[config.mk]
export PLATFORM = sky130hd
export DESIGN_NAME = wfsq_div
export DESIGN_NICKNAME = d
export VERILOG_FILES = /design/src/rtl/core/wfsq_pkg.sv /design/src/rtl/core/wfsq_div.sv
export SDC_FILE = /design/constraint.sdc
export NUM_CORES = 1
export LEC_CHECK = 0
export BUFFER_PORTS_ARGS = -buffer_cell sky130_fd_sc_hd__buf_4
export CAP_MARGIN = 20
export CORE_MARGIN = 5
export CORE_UTILIZATION = 40
export CTS_CLUSTER_SIZE = 30
export DETAILED_ROUTE_END_ITERATION = 8
export SLEW_MARGIN = 20
export SYNTH_ARGS = -nofsm -noshare
export SYNTH_HDL_FRONTEND = slang
export SYNTH_SLANG_ARGS = --single-unit
[constraint.sdc]
create_clock -name clock -period 4.67 [get_ports clock]
set_clock_uncertainty 0.1 [all_clocks]
set_input_delay 0.2335 -clock clock [delete_from_list [all_inputs] [get_ports clock]]
set_output_delay 0.2335 -clock clock [all_outputs]
set_load 0.01 [all_outputs]
[src/rtl/core/wfsq_pkg.sv]
`timescale 1ns / 1ps
// ============================================================================
// wfsq_pkg: shared types and constants of the weighted fair scheduler queue
// Transaction structs, class weights, sequencer states and entry ordering.
// ============================================================================
package wfsq_pkg;

   localparam int QUEUE_DEPTH_DEF = 32;
   localparam int MAX_THREADS_DEF = 64;

   localparam int RT_W     = 24;  // accumulated runtime / service time
   localparam int KEY_W    = 48;  // virtual runtime key, 16 fraction bits
   localparam int FRAC_W   = 16;
   localparam int KEY_SH   = 26;  // *1024 and 16 fraction bits
   localparam int WGT_W    = 17;  // largest class weight
   localparam int WSUM_W   = 22;
   localparam int ORDER_W  = 32;
   localparam int DVD_W    = RT_W + KEY_SH;
   localparam int SHARE_W  = WGT_W + 6;  // 48 * weight
   localparam int VRT_W    = 31;
   localparam int SLICE_W  = 10;
   localparam int QCNT_W   = 6;

   localparam logic [SLICE_W-1:0] MIN_GRAN_RESET = SLICE_W'(3);
   localparam logic MODE_PICK = 1'b1;

   typedef enum logic [1:0] {
      STATUS_OK    = 2'd0,
      STATUS_EMPTY = 2'd1,
      STATUS_FULL  = 2'd2
   } status_type;

   typedef struct packed {
      logic            mode;
      logic [5:0]      thread_id;
      logic [1:0]      priority_class;
      logic [RT_W-1:0] run_ticks;
   } req_type;

   typedef struct packed {
      logic                picked_valid;
      logic [5:0]          picked_thread;
      logic [VRT_W-1:0]    virtual_runtime;
      logic [SLICE_W-1:0]  slice_ticks;
      logic [QCNT_W-1:0]   queue_count;
      status_type          status;
   } rsp_type;

   typedef struct packed {
      logic [KEY_W-1:0]   key;
      logic [5:0]         thread;
      logic [1:0]         cls;
      logic [ORDER_W-1:0] order;
   } entry_type;

   typedef struct packed {
      logic busy;
      logic done;
   } div_status_type;

   typedef enum logic [3:0] {
      ST_CLEAR,
      ST_IDLE,
      ST_MOD,
      ST_TLOAD,
      ST_KDIV,
      ST_SCAN,
      ST_SCANEND,
      ST_LAST,
      ST_MOVE,
      ST_SDIV,
      ST_FINISH
   } state_type;

   function automatic logic [WGT_W-1:0] class_weight(input logic [1:0] cls);
      logic [WGT_W-1:0] w;
      unique case (cls)
         2'd0:    w = WGT_W'(88761);
         2'd1:    w = WGT_W'(29154);
         2'd2:    w = WGT_W'(1024);
         default: w = WGT_W'(15);
      endcase
      return w;
   endfunction

   // Smaller key first; on a tie the older stamp, compared modulo 2^32.
   function automatic logic goes_first(input entry_type a, input entry_type b);
      logic [ORDER_W-1:0] diff;
      diff = a.order - b.order;
      if (a.key != b.key) begin
         return a.key < b.key;
      end
      return diff[ORDER_W-1];
   endfunction

endpackage

[src/rtl/core/wfsq_div.sv]
`timescale 1ns / 1ps
// ============================================================================
// wfsq_div: shared restoring divider
// One quotient bit per cycle; done pulses when the quotient is final.
// ============================================================================
module wfsq_div #(
   parameter int DIVIDEND_W = wfsq_pkg::DVD_W,
   parameter int DIVISOR_W  = 31
) (
   input  logic                   clock,
   input  logic                   reset,
   input  logic                   start,
   input  logic [DIVIDEND_W-1:0]  dividend,
   input  logic [DIVISOR_W-1:0]   divisor,
   output logic [DIVIDEND_W-1:0]  quotient,
   output wfsq_pkg::div_status_type stat
);

   localparam int CNT_W = $clog2(DIVIDEND_W + 1);

   logic [DIVIDEND_W-1:0] quo_ff, quo_in;
   logic [DIVISOR_W-1:0]  rem_ff, rem_in, dsr_ff, dsr_in;
   logic [CNT_W-1:0]      cnt_ff, cnt_in;
   logic                  busy_ff, busy_in, done_ff, done_in;
   logic [DIVISOR_W:0]    trial;

   always_comb begin
      quo_in  = quo_ff;
      rem_in  = rem_ff;
      dsr_in  = dsr_ff;
      cnt_in  = cnt_ff;
      busy_in = busy_ff;
      done_in = 1'b0;
      trial   = {rem_ff, quo_ff[DIVIDEND_W-1]};
      if (start) begin
         quo_in  = dividend;
         rem_in  = '0;
         dsr_in  = divisor;
         cnt_in  = '0;
         busy_in = 1'b1;
      end else if (busy_ff) begin
         // shift in the next dividend bit, subtract when it fits
         if (trial >= {1'b0, dsr_ff}) begin
            rem_in = DIVISOR_W'(trial - {1'b0, dsr_ff});
            quo_in = {quo_ff[DIVIDEND_W-2:0], 1'b1};
         end else begin
            rem_in = trial[DIVISOR_W-1:0];
            quo_in = {quo_ff[DIVIDEND_W-2:0], 1'b0};
         end
         cnt_in = cnt_ff + CNT_W'(1);
         if (cnt_ff == CNT_W'(DIVIDEND_W - 1)) begin
            busy_in = 1'b0;
            done_in = 1'b1;
         end
      end
   end

   always_ff @(posedge clock) begin
      quo_ff <= quo_in;
      rem_ff <= rem_in;
      dsr_ff <= dsr_in;
      cnt_ff <= cnt_in;
      if (reset) begin
         busy_ff <= 1'b0;
         done_ff <= 1'b0;
      end else begin
         busy_ff <= busy_in;
         done_ff <= done_in;
      end
   end

   assign quotient  = quo_ff;
   assign stat.busy = busy_ff;
   assign stat.done = done_ff;

endmodule

# --- After elaboration in Yosys (flattened, before gate mapping) ---
# Index checks and enable logic that the tools add are counted.
# Widths: inputs -> output; s select.
totals:
  output_inout_bits: 52
  inputBits: 84
  reg_bits: 120
op_classes:
  bitwise_logic: 1
  n_reduce_logical: 2
  muxes: 8
  n_addsub: 2
  order_cmp: 1
  eq_ne: 1
op_table:
  columns: ["op", "n"]
  rows:
  - ["$mux 50", 2]
  - ["$ge 32x31->1", 1]
  - ["$mux 31", 1]
  - ["$sub 31x31->31", 1]
  - ["$add 6x1->6 const B", 1]
  - ["$eq 6x6->1 const B", 1]
  - ["$mux 1", 5]
  - ["$reduce_or 3->1", 1]
  - ["$reduce_bool 2->1", 1]
  - ["$not 1->1", 1]

# --- Depth between registers and ports, before layout ---
logic_depth:
  ltp_word: 4
  ltp_mapped: 14

# --- Worst setup path before layout ---
# Ideal clock, no wire load.
synth_timing:
  kind: "flip-flop to flip-flop"
  startpoint: "register quo_ff[49] (netlist: quotient[49])"
  endpoint: "register rem_ff[30]"
  required_ps: 4494
  period_less_slack_ps: 2913
  path_stages_with_launch: 13
  path_slack_ps: 1757
  t_arrival_ps: 2737
  path_cell_list: "edfxtp_1 > inv_1 > ha_1 > fa_1 > nor2b_1 > o31a_1 > o21ai_1 > o41a_1 > o21ai_1 > a21o_1 > a31oi_1 > mux2_2 > o22ai_1"
synth_via:
  elab_chain_cells: 2
  elab_cells_between_ends: 3
  cone_classes: "add/sub (1); order compare (1); mux (1)"
synth_rtl:
  columns: ["item", "line", "source"]
  rows:
  - ["start: declaration", "wfsq_div.sv:21", "logic [DIVIDEND_W-1:0] quo_ff, quo_in;"]
  - ["start signal: assignment", "wfsq_div.sv:59", "quo_ff <= quo_in;"]
  - ["$sub 31x31->31 or $ge 32x31->1 (tied branches)", "wfsq_div.sv:44, wfsq_div.sv:43", null]
  - ["$mux 31 (*)", "wfsq_div.sv:43", "if (trial >= {1'b0, dsr_ff}) begin"]
  - ["end signal: assignment", "wfsq_div.sv:60", "rem_ff <= rem_in;"]
  - ["end: declaration", "wfsq_div.sv:22", "logic [DIVISOR_W-1:0] rem_ff, rem_in, dsr_ff, dsr_in;"]
# Mark *: on every way between the ends. The rest lies on a longest branch, timed or not.
# A chain may end at the register's enable or synchronous reset.

# --- Worst setup path in the final report ---
layout_timing:
  startpoint: "register quo_ff[49] (netlist: quotient[49])"
  endpoint: "register rem_ff[16]"
# Same word-level chain as after synthesis.

==> qor.csv <==
stage;metric;value;unit
routing;Routed met3 length;1640;microns
routing;total iterations of the first detailed-routing run;5;
run_status;status;finished, final reports clean;
floorplanning;die area;0.0189;sq mm
sta;max_slew headroom;0.478;
global_routing;Total GRT Usage;0.183;
routing;Vias;5284;
sta;RSZ-0062 raised after global routing;false;
cts;clk buf depth;2;
sta;fmax;284;MHz
global_routing;vias in the first global route;5494;
layout;non-filler cells, final;1012;
cts;Post-CTS Resized;0;
worst_setup_path;r2r setup slk;1.15;ns
yosys;Synth Cell Area;0.00650;sq mm
cts;clk sink count;120;
cts;clk_lat worst skew;0.42;ns
cts;clock slew at reported path FFs;0.06;ns
routing;Starting DRT DRC Count;350;
cts;CTS root buf;clkbuf_16;
cts;Post-CTS Setup Inserts;0;
yosys;Mapped Nets;720;
routing;DR WL/cell;16.5;microns
yosys;Main synth FF type;edfxtp_1;
power;Clock power frac;0.378;
sta;Setup TNS;0;ns
placement;Post-Place Cells;930;
worst_setup_path;Max FO, Critical Path;20;
routing;final WL;16700;microns
power;Internal Power;0.00221;W
routing;met2 WL post-DR;7400;microns
worst_setup_path;R2R depth;12;
placement;hpwl dp;11600;microns
power;Max VDD drop;0.000272;V
cts;Inserted Clock Buffers;17;
routing;Metal-1 WL;7330;microns
power;combinational power share;0.198;
global_routing;largest net degree at the start of global routing;64;
floorplanning;Die H;137;microns
yosys;post-synthesis register bit count;120;
power;Sw Pwr;0.000840;W
worst_setup_path;kind of critical path;flop to flop;
sta;final hold slack;0.0182;ns
routing;ANT nets after route;0;
cts;TritonCTS clock tree;yes;
floorplanning;IO Count;136;
power;power density over cell area;350;mW/mm^2
layout;Layout area overhead;34.1;%
global_routing;initial antenna violation count;0;
sta;Max Slew Vio Count;0;
cts;H-tree levels;4;
floorplanning;core area;0.0159;sq mm
floorplanning;initial core utilization;0.409;
yosys;Syn. warnings;0;
power;Switching Share;0.275;
layout;Sequential Area;0.00321;sq mm
worst_setup_path;Critical Path Sink Type;flop;
worst_setup_path;CP arrival;3.73;ns
sta;pin slew with the least headroom to its limit;0.783;ns
layout;n_diodes;0;
layout;area of the multi-input gates;0.00301;sq mm
yosys;Mean Syn Cell Area;10.8;sq um
yosys;ys async rst share;0;
layout;share of layout cells above drive strength 1;0.293;
routing;Max Used Layer;met4;
yosys;EDFF count, synth;81;
placement;placer congestion estimate;0.870;
sta;Final Setup Violations;0;
floorplanning;FP Rows;46;
yosys;sequential share of the synthesized area;0.494;
yosys;Synth cell types;62;
placement;port bufs;135;
routing;vias per cell;5.22;
sta;final hold vios;0;
run;max-cap viol count;0;
worst_setup_path;worst endpoint required time;4.88;ns
power;Leak;3.69;nW
yosys;Cells after Synth;602;
layout;Post-layout nets;902;
hold_path;HP Class;input port to flop;
layout;post-layout util;0.549;
global_routing;Overflow after GRT;0;
floorplanning;die width;137;microns
sta;Final min period;3.52;ns
sta;period utilization;0.753;
power;power share of the sequential group;0.424;
routing;drc violations;0;
worst_setup_path;Startpoint Class;flop;
global_routing;global-route wire length before repair;27200;microns
layout;Layout fillers;1457;
hold_path;Hold Crit Depth;2;
cts;cts hold-fix bufs;49;
## sequential cells by signal, indices dropped and copies added, names as in the netlist
| signal | count |
|---|---|
| quotient | 50 |
| dsr_ff | 31 |
| rem_ff | 31 |
| cnt_ff | 6 |
| busy_ff | 1 |
| done_ff | 1 |
## Yosys cell counts (2+ instances only)
cell       n  area (sq um)
buf_2      4          20.0
o211ai_1   5          37.5
nand4_1    7          43.8
a311oi_1  20           175
nand2b_1   3          18.8
a21boi_0   2          15.0
nand2_1   65           244
edfxtp_1  81          2430
a31o_2     2          17.5
a311o_1    2          20.0
o21ai_0   15          75.1
inv_1     40           150
and2_1     6          37.5
o21ai_1    4          20.0
a31oi_1    8          50.1
nor2b_1    4          25.0
o22ai_1    2          12.5
a32oi_1    2          17.5
xor2_1    12           105
mux2_2    51           574
and3_1     6          37.5
mux2i_1    3          30.0
or3_1      3          18.8
nor2_1    52           195
a21oi_1   29           145
xnor2_1   14           123
dfxtp_1   39           781
clkbuf_1  17          63.8
a21o_2     2          17.5
o21bai_1   4          30.0
o21a_1     7          52.6
nor3_1     4          20.0
buf_1      2          7.51
nand3_1    5          25.0
buf_4      2          15.0
a21o_1    16           120
buf_6      2          22.5
ha_1      33           413
a211o_1    3          26.3
a2111o_1   2          22.5
## layout make-up
cell class	count	share of cell area
multi-input combinational	415	0.345
inverter	40	0.0172
tap	216	0.0310
timing repair buffer	190	0.179
clock inverter	13	0.00961
clock buffer	18	0.0492
sequential	120	0.369
## power by group through the flow
stage	logic [W]	registers, W	clock network (W)
after detailed placement	0.000566	0.00131	0
after global routing	0.000665	0.00130	0.00123
after global placement	0.000560	0.00131	0
after floorplan	0.000344	0.00132	0
final	0.000604	0.00129	0.00115
after CTS	0.000602	0.00130	0.00119
## cell usage in the layout, fill, tap and decap left out, drive strengths merged, types with 6 or more instances in the layout
cell type and n:
nor2 52, nand3 6, o21a 7, and3 6
buf 140, xnor2 14, xor2 12, ha 33
and2 6, a21oi 30, a31oi 9, o21ai 19
mux2 51, inv 41, dfxtp 39, nand2 65
dlygate4sd3 50, edfxtp 81, clkinv 8, a21o 18
clkbuf 18, nand4 7, a311oi 20
## per-stage QoR
step	cell area, sq um	setup slack [ns]	total power (W)
global route	8720	0.848	0.00320
global placement	7690	1.35	0.00187
floorplan	6500	1.76	0.00166
detailed placement	7690	1.16	0.00188
CTS	8690	1.13	0.00308
finish	8720	1.15	0.00305
## cell families after synthesis
logic type	Yosys count	synth area share
mux	54	0.0930
fa+ha+maj	34	0.0666
simple gates	161	0.110
compound gates	140	0.158
buf+inv	67	0.0429
flops	120	0.494
xor+xnor	26	0.0350
## worst max-delay path, cell delays in order (launching register included)
cell	delay (ns)
edfxtp_1	0.38
inv_1	0.06
ha_1	0.22
fa_1	0.42
nor2b_1	0.16
o31a_1	0.18
o21ai_1	0.15
a31o_2	0.30
nand4_1	0.10
and2_1	0.59
buf_4	0.37
nand2_1	0.08
a311oi_1	0.29
## metal layers
layer / up-vias / GRT usage
met3: 23 / 0.0833
met2: 193 / 0.274
met5: - / 0
met4: 0 / 0.0637
li1: 2586 / -
met1: 2482 / 0.233
## worst paths after layout
kind | endpoint | start
max | rem_ff[16]$_SDFFE_PP0P_ | quotient[49]$_DFFE_PP_
max reg2reg | rem_ff[16]$_SDFFE_PP0P_ | quotient[49]$_DFFE_PP_
min reg2reg | rem_ff[19]$_SDFFE_PP0P_ | rem_ff[19]$_SDFFE_PP0P_
min | quotient[9]$_DFFE_PP_ | dividend[9]
(Power assumes the default switching activity.)
